## src/sv/edss_pkg.sv

```systemverilog
// Shared constants, types and state codes for the echo distance smoother.
`default_nettype none
package edss_pkg;

  localparam int WINDOW     = 5;
  localparam int SLOT_W     = (WINDOW > 1) ? $clog2(WINDOW) : 1;
  localparam int CNT_W      = $clog2(WINDOW + 1);
  localparam int WIDTH_W    = 15;
  localparam int DIST_W     = 6;
  localparam int SUM_W      = DIST_W + CNT_W;
  localparam int DIV_CNT_W  = $clog2(SUM_W);
  localparam int QUO_W      = 10;
  localparam int ANGLE_W    = 8;
  localparam int CMP_W      = 13;

  localparam logic [WIDTH_W-1:0] WIDTH_CAP = 15'd30000;

  // width / 58 as (width * 4519) >> 18, low by at most one, fixed by one compare
  localparam logic [12:0]        RECIP_58  = 13'd4519;
  localparam int                 RECIP_SH  = 18;
  localparam logic [5:0]         US_PER_CM = 6'd58;

  localparam logic [DIST_W-1:0]  DIST_MIN  = 6'd5;
  localparam logic [DIST_W-1:0]  DIST_MAX  = 6'd50;

  localparam logic [ANGLE_W-1:0] ANGLE_MAX   = 8'd180;
  localparam logic [ANGLE_W-1:0] ANGLE_SLOPE = 8'd3;

  // angle * 3000 / 180 == (angle * 50 * 43691) >> 17, exact for angle <= 180
  localparam logic [21:0]        ANGLE_TO_PULSE = 22'd2184550;
  localparam int                 PULSE_SH       = 17;
  localparam logic [11:0]        PULSE_BASE     = 12'd100;

  typedef struct packed {
    logic              en;
    logic [SLOT_W-1:0] addr;
    logic [DIST_W-1:0] data;
  } edss_wr_t;

  typedef enum logic [7:0] {
    ST_IDLE  = 8'b0000_0001,
    ST_MUL   = 8'b0000_0010,
    ST_CORR  = 8'b0000_0100,
    ST_SUM   = 8'b0000_1000,
    ST_DRAIN = 8'b0001_0000,
    ST_DIV   = 8'b0010_0000,
    ST_MAP   = 8'b0100_0000,
    ST_OUT   = 8'b1000_0000
  } edss_state_t;

endpackage
`default_nettype wire

```

## src/sv/edss_store.sv

```systemverilog
// Sample ring memory: one write port, one read port with registered data.
`default_nettype none
module edss_store
  import edss_pkg::*;
(
  input  wire logic              clk,
  input  wire edss_wr_t          wr,
  input  wire logic [SLOT_W-1:0] rd_addr,
  output logic      [DIST_W-1:0] rd_data
);

  logic [DIST_W-1:0] mem [WINDOW];

  always_ff @(posedge clk) begin
    if (wr.en) begin
      mem[wr.addr] <= wr.data;
    end
    rd_data <= mem[rd_addr];
  end

endmodule
`default_nettype wire

```

## src/sv/edss_div.sv

```systemverilog
// Restoring divider, one quotient bit per cycle: sum / fill count.
`default_nettype none
module edss_div
  import edss_pkg::*;
(
  input  wire logic             clk,
  input  wire logic             rst_n,
  input  wire logic             start,
  input  wire logic [SUM_W-1:0] dividend,
  input  wire logic [CNT_W-1:0] divisor,
  output logic                  done,
  output logic      [SUM_W-1:0] quotient
);

  localparam logic [DIV_CNT_W-1:0] DIV_LAST = DIV_CNT_W'(SUM_W - 1);

  logic                 busy_r, busy_nxt;
  logic                 done_r, done_nxt;
  logic [DIV_CNT_W-1:0] cnt_r, cnt_nxt;
  logic [SUM_W-1:0]     quo_r, quo_nxt;
  logic [CNT_W-1:0]     rem_r, rem_nxt;
  logic [CNT_W-1:0]     div_r, div_nxt;
  logic [CNT_W:0]       trial;
  logic                 fits;

  assign trial = {rem_r, quo_r[SUM_W-1]};
  assign fits  = trial >= {1'b0, div_r};

  always_comb begin
    busy_nxt = busy_r;
    done_nxt = 1'b0;
    cnt_nxt  = cnt_r;
    quo_nxt  = quo_r;
    rem_nxt  = rem_r;
    div_nxt  = div_r;
    if (start) begin
      busy_nxt = 1'b1;
      cnt_nxt  = '0;
      quo_nxt  = dividend;
      rem_nxt  = '0;
      div_nxt  = divisor;
    end else if (busy_r) begin
      rem_nxt = fits ? CNT_W'(trial - {1'b0, div_r}) : CNT_W'(trial);
      quo_nxt = {quo_r[SUM_W-2:0], fits};
      cnt_nxt = DIV_CNT_W'(cnt_r + 1'b1);
      if (cnt_r == DIV_LAST) begin
        busy_nxt = 1'b0;
        done_nxt = 1'b1;
      end
    end
  end

  always_ff @(posedge clk) begin
    if (!rst_n) begin
      busy_r <= 1'b0;
      done_r <= 1'b0;
      cnt_r  <= '0;
    end else begin
      busy_r <= busy_nxt;
      done_r <= done_nxt;
      cnt_r  <= cnt_nxt;
    end
    quo_r <= quo_nxt;
    rem_r <= rem_nxt;
    div_r <= div_nxt;
  end

  assign done     = done_r;
  assign quotient = quo_r;

endmodule
`default_nettype wire

```

## src/sv/echo_distance_smoother_servo_top.sv

```systemverilog
// Echo distance smoother: width to cm, 5-entry ring average, servo angle and compare value.
// Per beat: after the ring write, the read-back visits each filled slot in turn, then the
//   divider produces one quotient bit per cycle (9 bits) and raises its done flag.
// Input: one beat at a time; in_ready is high only while the sequencer idles,
//   and the next beat is taken while a finished result still waits in the output register.
// Reset (rst_n low, synchronous): sequencer idle, ring slot and fill count zero, no result.
//   Ring contents are not cleared; only slots below the fill count are ever read.
`default_nettype none
module echo_distance_smoother_servo_top
  import edss_pkg::*;
(
  input  wire logic               clk,
  input  wire logic               rst_n,
  input  wire logic               in_valid,
  output logic                    in_ready,
  input  wire logic [WIDTH_W-1:0] in_echo_width_us,
  output logic                    out_valid,
  input  wire logic               out_ready,
  output logic      [DIST_W-1:0]  out_avg_distance_cm,
  output logic      [ANGLE_W-1:0] out_servo_angle,
  output logic      [CMP_W-1:0]   out_servo_compare
);

  // ---------------------------------------------------------------- state
  edss_state_t       state_r, state_nxt;
  logic [SLOT_W-1:0] slot_r, slot_nxt;       // next ring slot to write
  logic [CNT_W-1:0]  fill_r, fill_nxt;       // filled entries, 0..WINDOW
  logic [SLOT_W-1:0] rd_idx_r, rd_idx_nxt;   // read-back address
  logic              rd_v_r;                 // ring read data valid this cycle

  // per-beat datapath
  logic [WIDTH_W-1:0] w_r, w_nxt;
  logic [QUO_W-1:0]   q_r, q_nxt;
  logic [SUM_W-1:0]   sum_r, sum_nxt;
  logic [DIST_W-1:0]  avg_r, avg_nxt;
  logic [ANGLE_W-1:0] angle_r, angle_nxt;

  // output register
  logic               out_valid_r, out_valid_nxt;
  logic [DIST_W-1:0]  out_avg_r, out_avg_nxt;
  logic [ANGLE_W-1:0] out_angle_r, out_angle_nxt;
  logic [CMP_W-1:0]   out_cmp_r, out_cmp_nxt;

  // ring memory and divider hookup
  edss_wr_t          mem_wr;
  logic [DIST_W-1:0] mem_rd_data;
  logic              div_start;
  logic              div_done;
  logic [SUM_W-1:0]  div_quo;
  logic [SUM_W-1:0]  div_dividend;

  // combinational helpers
  logic [27:0]        width_prod;
  logic [15:0]        q_times_58;
  logic [15:0]        div_rem;
  logic [QUO_W-1:0]   q_fixed;
  logic [DIST_W-1:0]  dist_cm;
  logic [29:0]        pulse_prod;
  logic [11:0]        pulse_half;
  logic               out_free;
  logic               in_beat;

  edss_store u_store (
    .clk     (clk),
    .wr      (mem_wr),
    .rd_addr (rd_idx_r),
    .rd_data (mem_rd_data)
  );

  edss_div u_div (
    .clk      (clk),
    .rst_n    (rst_n),
    .start    (div_start),
    .dividend (div_dividend),
    .divisor  (fill_r),
    .done     (div_done),
    .quotient (div_quo)
  );

  assign in_ready = (state_r == ST_IDLE);
  assign in_beat  = in_valid && in_ready;
  assign out_free = !out_valid_r || out_ready;

  // width / 58: reciprocal estimate is exact or one short
  assign width_prod = 28'(w_r) * 28'(RECIP_58);
  assign q_times_58 = 16'(q_r) * 16'(US_PER_CM);
  assign div_rem    = 16'(w_r) - q_times_58;
  assign q_fixed    = (div_rem >= 16'(US_PER_CM)) ? QUO_W'(q_r + 1'b1) : q_r;

  // clamp to 5..50 cm
  always_comb begin
    if (q_fixed > QUO_W'(DIST_MAX)) begin
      dist_cm = DIST_MAX;
    end else if (q_fixed < QUO_W'(DIST_MIN)) begin
      dist_cm = DIST_MIN;
    end else begin
      dist_cm = DIST_W'(q_fixed);
    end
  end

  // compare = 2 * (100 + angle * 3000 / 180)
  assign pulse_prod = 30'(angle_r) * 30'(ANGLE_TO_PULSE);
  assign pulse_half = 12'(pulse_prod >> PULSE_SH) + PULSE_BASE;

  assign div_dividend = sum_nxt;

  always_comb begin
    state_nxt     = state_r;
    slot_nxt      = slot_r;
    fill_nxt      = fill_r;
    rd_idx_nxt    = rd_idx_r;
    w_nxt         = w_r;
    q_nxt         = q_r;
    sum_nxt       = rd_v_r ? SUM_W'(sum_r + SUM_W'(mem_rd_data)) : sum_r;
    avg_nxt       = avg_r;
    angle_nxt     = angle_r;
    out_valid_nxt = out_valid_r && !out_ready;
    out_avg_nxt   = out_avg_r;
    out_angle_nxt = out_angle_r;
    out_cmp_nxt   = out_cmp_r;
    mem_wr        = '{en: 1'b0, addr: slot_r, data: dist_cm};
    div_start     = 1'b0;

    unique case (state_r)
      ST_IDLE: begin
        if (in_beat) begin
          w_nxt     = (in_echo_width_us > WIDTH_CAP) ? WIDTH_CAP : in_echo_width_us;
          state_nxt = ST_MUL;
        end
      end
      ST_MUL: begin
        q_nxt     = QUO_W'(width_prod >> RECIP_SH);
        state_nxt = ST_CORR;
      end
      ST_CORR: begin
        // ring write; read-back starts next cycle so no forwarding is needed
        mem_wr.en  = 1'b1;
        slot_nxt   = (slot_r == SLOT_W'(WINDOW - 1)) ? '0 : SLOT_W'(slot_r + 1'b1);
        fill_nxt   = (fill_r < CNT_W'(WINDOW)) ? CNT_W'(fill_r + 1'b1) : fill_r;
        rd_idx_nxt = '0;
        sum_nxt    = '0;
        state_nxt  = ST_SUM;
      end
      ST_SUM: begin
        // ring fills from slot 0, so slots 0..fill-1 are the live ones
        rd_idx_nxt = SLOT_W'(rd_idx_r + 1'b1);
        if (CNT_W'(rd_idx_r) == CNT_W'(fill_r - 1'b1)) begin
          state_nxt = ST_DRAIN;
        end
      end
      ST_DRAIN: begin
        div_start = 1'b1;
        state_nxt = ST_DIV;
      end
      ST_DIV: begin
        if (div_done) begin
          avg_nxt   = DIST_W'(div_quo);
          state_nxt = ST_MAP;
        end
      end
      ST_MAP: begin
        if (avg_r >= DIST_MAX) begin
          angle_nxt = '0;
        end else if (avg_r <= DIST_MIN) begin
          angle_nxt = ANGLE_MAX;
        end else begin
          angle_nxt = ANGLE_W'(ANGLE_W'(DIST_MAX - avg_r) * ANGLE_SLOPE);
        end
        state_nxt = ST_OUT;
      end
      ST_OUT: begin
        if (out_free) begin
          out_valid_nxt = 1'b1;
          out_avg_nxt   = avg_r;
          out_angle_nxt = angle_r;
          out_cmp_nxt   = CMP_W'({pulse_half, 1'b0});
          state_nxt     = ST_IDLE;
        end
      end
      default: state_nxt = ST_IDLE;
    endcase
  end

  always_ff @(posedge clk) begin
    if (!rst_n) begin
      state_r     <= ST_IDLE;
      slot_r      <= '0;
      fill_r      <= '0;
      rd_idx_r    <= '0;
      rd_v_r      <= 1'b0;
      out_valid_r <= 1'b0;
    end else begin
      state_r     <= state_nxt;
      slot_r      <= slot_nxt;
      fill_r      <= fill_nxt;
      rd_idx_r    <= rd_idx_nxt;
      rd_v_r      <= (state_r == ST_SUM);
      out_valid_r <= out_valid_nxt;
    end
    w_r         <= w_nxt;
    q_r         <= q_nxt;
    sum_r       <= sum_nxt;
    avg_r       <= avg_nxt;
    angle_r     <= angle_nxt;
    out_avg_r   <= out_avg_nxt;
    out_angle_r <= out_angle_nxt;
    out_cmp_r   <= out_cmp_nxt;
  end

  assign out_valid           = out_valid_r;
  assign out_avg_distance_cm = out_avg_r;
  assign out_servo_angle     = out_angle_r;
  assign out_servo_compare   = out_cmp_r;

  // ---------------------------------------------------------------- checks
  // one beat in flight: the sequencer leaves idle right after taking a beat
  a_busy_after_beat: assert property (@(posedge clk) disable iff (!rst_n)
    in_valid && in_ready |=> !in_ready)
    else $error("input taken again while a beat is in flight");

  // read-back never runs on an empty ring (divisor would be zero)
  a_fill_nonzero: assert property (@(posedge clk) disable iff (!rst_n)
    (state_r == ST_SUM || state_r == ST_DIV) |-> (fill_r != '0))
    else $error("ring read-back with zero fill count");

  // divider only finishes while the sequencer waits on it
  a_div_done_state: assert property (@(posedge clk) disable iff (!rst_n)
    div_done |-> (state_r == ST_DIV))
    else $error("divider done outside divide phase");

  // a blocked result holds the sequencer in its output phase
  a_out_hold: assert property (@(posedge clk) disable iff (!rst_n)
    (state_r == ST_OUT) && out_valid && !out_ready |=> (state_r == ST_OUT) && out_valid)
    else $error("result dropped while output register was full");

endmodule
`default_nettype wire
```

## config.mk

```make
export PLATFORM = sky130hd
export DESIGN_NAME = echo_distance_smoother_servo_top
export DESIGN_NICKNAME = d
export VERILOG_FILES = /design/src/sv/edss_pkg.sv /design/src/sv/edss_store.sv /design/src/sv/edss_div.sv /design/src/sv/echo_distance_smoother_servo_top.sv
export SDC_FILE = /design/constraint.sdc
export NUM_CORES = 1
export LEC_CHECK = 0
export ABC_AREA = 1
export BUFFER_PORTS_ARGS = -buffer_cell sky130_fd_sc_hd__buf_4
export CORE_MARGIN = 2
export CORE_UTILIZATION = 25
export CTS_CLUSTER_DIAMETER = 30
export DETAILED_ROUTE_END_ITERATION = 12
export HOLD_SLACK_MARGIN = 0.03
export PLACE_DENSITY = 0.46
export SLEW_MARGIN = 20
export SYNTH_ARGS = -nofsm -noshare
export SYNTH_HDL_FRONTEND = slang
export SYNTH_SLANG_ARGS = --single-unit
```

## constraint.sdc

```tcl
create_clock -name clk -period 12 [get_ports clk]
set_input_delay 1.2 -clock clk [delete_from_list [all_inputs] [get_ports clk]]
set_output_delay 1.2 -clock clk [all_outputs]
set_load 0.03 [all_outputs]
```

==> qor.yml <==
worst_hold_path:
  min_path_cells: 0
  min_path_type: "reg2reg"
  min_from: "u_div.quotient[5]$_DFFE_PP_"
  hold_end: "avg_r[5]$_DFFE_PP_"
place:
  place_ws_ns: 5.88
  portBuffers: 46
  dpl.hpwl_um: 28200
  gp_congestion: 0.858
drt:
  drtPass1Iterations: 5
  drtIter0Drc: 362
  ant_nets: 0
  wirelength_um: 33800
  post_drt_wl_per_cell_um: 13.2
  viasPerCell: 4.30
  drcViolationCount: 0
  vias: 11018
synth:
  ys_types: 48
  synth-async-reset-ratio_pct: 0
  yosysTopAreaCellShare_pct: 21.8
  synthCells: 1734
  synthTopCellsByArea: "edfxtp_1 (22%), ha_1 (20%), fa_1 (14%)"
  syn-cell-area_mm2: 0.0147
  ys.flop_type: "edfxtp_1"
  synth_fp_nets: 2084
  synth_top_area_cell: "edfxtp_1"
  ys_seq_area_share_pct: 27.7
  synth.avg_cell_area_um2: 8.49
  synth_edf_count: 107
  synth-seq-cells: 150
  yosysWarnings: 0
cts:
  postCtsHoldBufs: 0
  clkTransAtPathRegs_ns: 0.07
  clock-root-buffer: "clkbuf_16"
  clkLatencyLatePin_ns: 0.47
  cts_made_buffers: 17
  cts_buffer_depth: 2
  ctsResizeCount: 0
  cts_tree: "done"
  post-cts-setup-buffers: 0
  h-tree-depth: 4
  clock-sinks: 150
timing:
  hold_violations: 0
  hold_ws_ns: 0.465
  worst_slack_ns: 5.90
  rsz0062_at_grt: "false"
  relSlewSlack_pct: 39.9
  setup_violations: 0
  setup_tns_ns: 0
  drv_slew: 0
  timing.fmax_mhz: 164
  worst_pin_slew_ns: 0.894
  worst_clock_skew_ns: 0.0176
  fin_crit_ns: 6.10
  finalCritPeriodShare_pct: 50.8
power_and_ir_drop:
  swShare_pct: 49.4
  switchingPower_uw: 1630
  power_frac_seq_pct: 18.6
  ir_drop_v: 0.000120
  powerDensity_mw_per_mm2: 198
  clock_power_share_pct: 17.2
  p_int_uw: 1670
  total_power_uw: 3300
  p_leak_uw: 0.00817
  p_comb_share_pct: 64.2
global_route:
  grt_pass1_vias: 11438
  antenna_found_initial: 0
  groute.usage.overall_pct: 11.8
  grt_max_degree: 27
  overflow: 0
  grt_pass1_wl_um: 56500
layout:
  fin_nets: 2134
  diodes: 0
  syn2layout_area_growth_pct: 13.0
  fill_cells: 6199
  drive_gt1_share_pct: 7.62
  postLayoutCoreUtil_pct: 28.7
worst_setup_path:
  critPathArrivalTime_ns: 6.34
  crit_path_max_fanout: 13
  required_ns: 12.25
  cp-start-kind: "register"
  rr_worst_depth: 33
  slowest_stage: "fa_1"
  reg2reg_to: "u_store.mem[4][0]$_DFFE_PP_"
  r2r-start: "q_r[2]$_DFFE_PP_"
  worstSetupPathType: "reg2reg"
  reg2reg_setup_slack_ns: 5.90
  critPathCaptureType: "register"
  critical_path.most_common_cell: "nand2_1"
  cp_slowest_stage_delay_ns: 0.54
floorplanning:
  core_region_area_mm2: 0.0579
  initial_utilization_pct: 25.4
  die-area_mm2: 0.0608
  rows: 88
  die_w_um: 247
  fp.dieH_um: 247
  io_pins: 48
status:
  status: "finished, final reports clean"
run:
  maxCapViolations: 0
## power groups by stage
stage / combinational, µW / clock [µW] / sequential, µW
after floorplan: 1630 / 0 / 614
after global placement: 2110 / 0 / 625
after detailed placement: 2110 / 0 / 626
after CTS: 2130 / 589 / 615
after global routing: 2440 / 606 / 616
final: 2120 / 567 / 614
## critical path, delay by kind of cell (launching register included)
family | cells | cell delay, ns
adder cells (fa/ha/maj) | 5 | 2.01
AND/OR/NAND/NOR | 17 | 1.94
AO/OA/AOI/OAI | 6 | 0.97
flip-flops | 1 | 0.53
buffers and inverters | 4 | 0.28
XOR/XNOR | 1 | 0.14
## worst max path at each step
stage | slack [ns] | cells past startpoint | from | end
2_1_floorplan | 6.74 | 35 | q_r[2]$_DFFE_PP_ | u_store.mem[0][1]$_DFFE_PP_
3_3_place_gp | 6.07 | 35 | q_r[2]$_DFFE_PP_ | u_store.mem[1][0]$_DFFE_PP_
3_5_place_dp | 5.88 | 33 | q_r[2]$_DFFE_PP_ | u_store.mem[0][0]$_DFFE_PP_
4_1_cts | 5.84 | 33 | q_r[2]$_DFFE_PP_ | u_store.mem[4][0]$_DFFE_PP_
5_1_grt | 5.22 | 33 | q_r[2]$_DFFE_PP_ | u_store.mem[0][2]$_DFFE_PP_
6_report | 5.90 | 33 | q_r[2]$_DFFE_PP_ | u_store.mem[4][0]$_DFFE_PP_
## layout make-up
class	instances	area [µm²]	share of cell area, %
inverters	387	1450	8.74
clock buffers	18	450	2.71
well taps	765	957	5.76
flip-flops and latches	150	4070	24.5
repair buffers	50	375	2.26
clock inverters	14	170	1.02
multi-input cells	1178	9150	55.0
## metal layers
metal	share of wire (%)	up-vias	global-route usage [%]
met5	0	-	0
met4	1.7	0	3.49
met3	2.4	30	2.17
met2	49	124	20.7
met1	47	5175	14.5
li1	-	5689	-
## stage by stage
stage,instances,instance area [µm²]
final,2562,16600
after global routing,2562,16600
after CTS,2562,16600
after detailed placement,2530,16000
after global placement,2530,16000
after floorplan,1734,14700
## Yosys cell counts (all sizes together), types with 2 or more instances
cell / instances
edfxtp: 107
o21bai: 6
inv: 386
nand3: 71
or2: 11
buf: 5
a31oi: 13
o21ai: 58
and2: 2
a21o: 9
a21oi: 95
o211ai: 3
o22ai: 2
ha: 231
o31ai: 2
nand3b: 4
dfxtp: 43
xor2: 36
a211oi: 3
nor2: 152
fa: 100
clkbuf: 14
nor3: 23
o221a: 3
nand4: 23
o21a: 5
nand2: 289
nor4: 9
xnor2: 18
a21boi: 3
## flip-flops by register name (all words and copies together), names as in the netlist, 8 cells and up
register and count:
u_store.mem 30, state_r 8, u_div.quotient 9, out_servo_angle 8, out_servo_compare 12, angle_r 8
w_r 15, q_r 10, sum_r 9
## cells in the final DEF (no fill, tap or decap), types with 6 or more instances in the layout
| cell | n |
|---|---|
| a21o_1 | 9 |
| a21oi_1 | 94 |
| a31oi_1 | 13 |
| buf_4 | 50 |
| clkbuf_16 | 18 |
| dfxtp_1 | 43 |
| edfxtp_1 | 107 |
| fa_1 | 100 |
| ha_1 | 231 |
| inv_1 | 383 |
| nand2_1 | 273 |
| nand2_2 | 16 |
| nand3_1 | 66 |
| nand4_1 | 21 |
| nor2_1 | 147 |
| nor3_1 | 21 |
| o21ai_0 | 58 |
| o21bai_1 | 6 |
| or2_2 | 11 |
| xnor2_1 | 18 |
| xor2_1 | 36 |
## logic make-up (layout without fill, tap and decap cells)
logic type | count (synthesis) | after routing | synth area share, %
compound gates | 206 | 206 | 7.92
xor+xnor | 54 | 54 | 3.21
fa+ha+maj | 331 | 331 | 33.2
buf+inv | 406 | 469 | 10.5
flops | 150 | 150 | 27.7
other cells | 1 | 1 | 0.0255
simple gates | 586 | 586 | 17.4
Power figures use the tool's default switching activity.
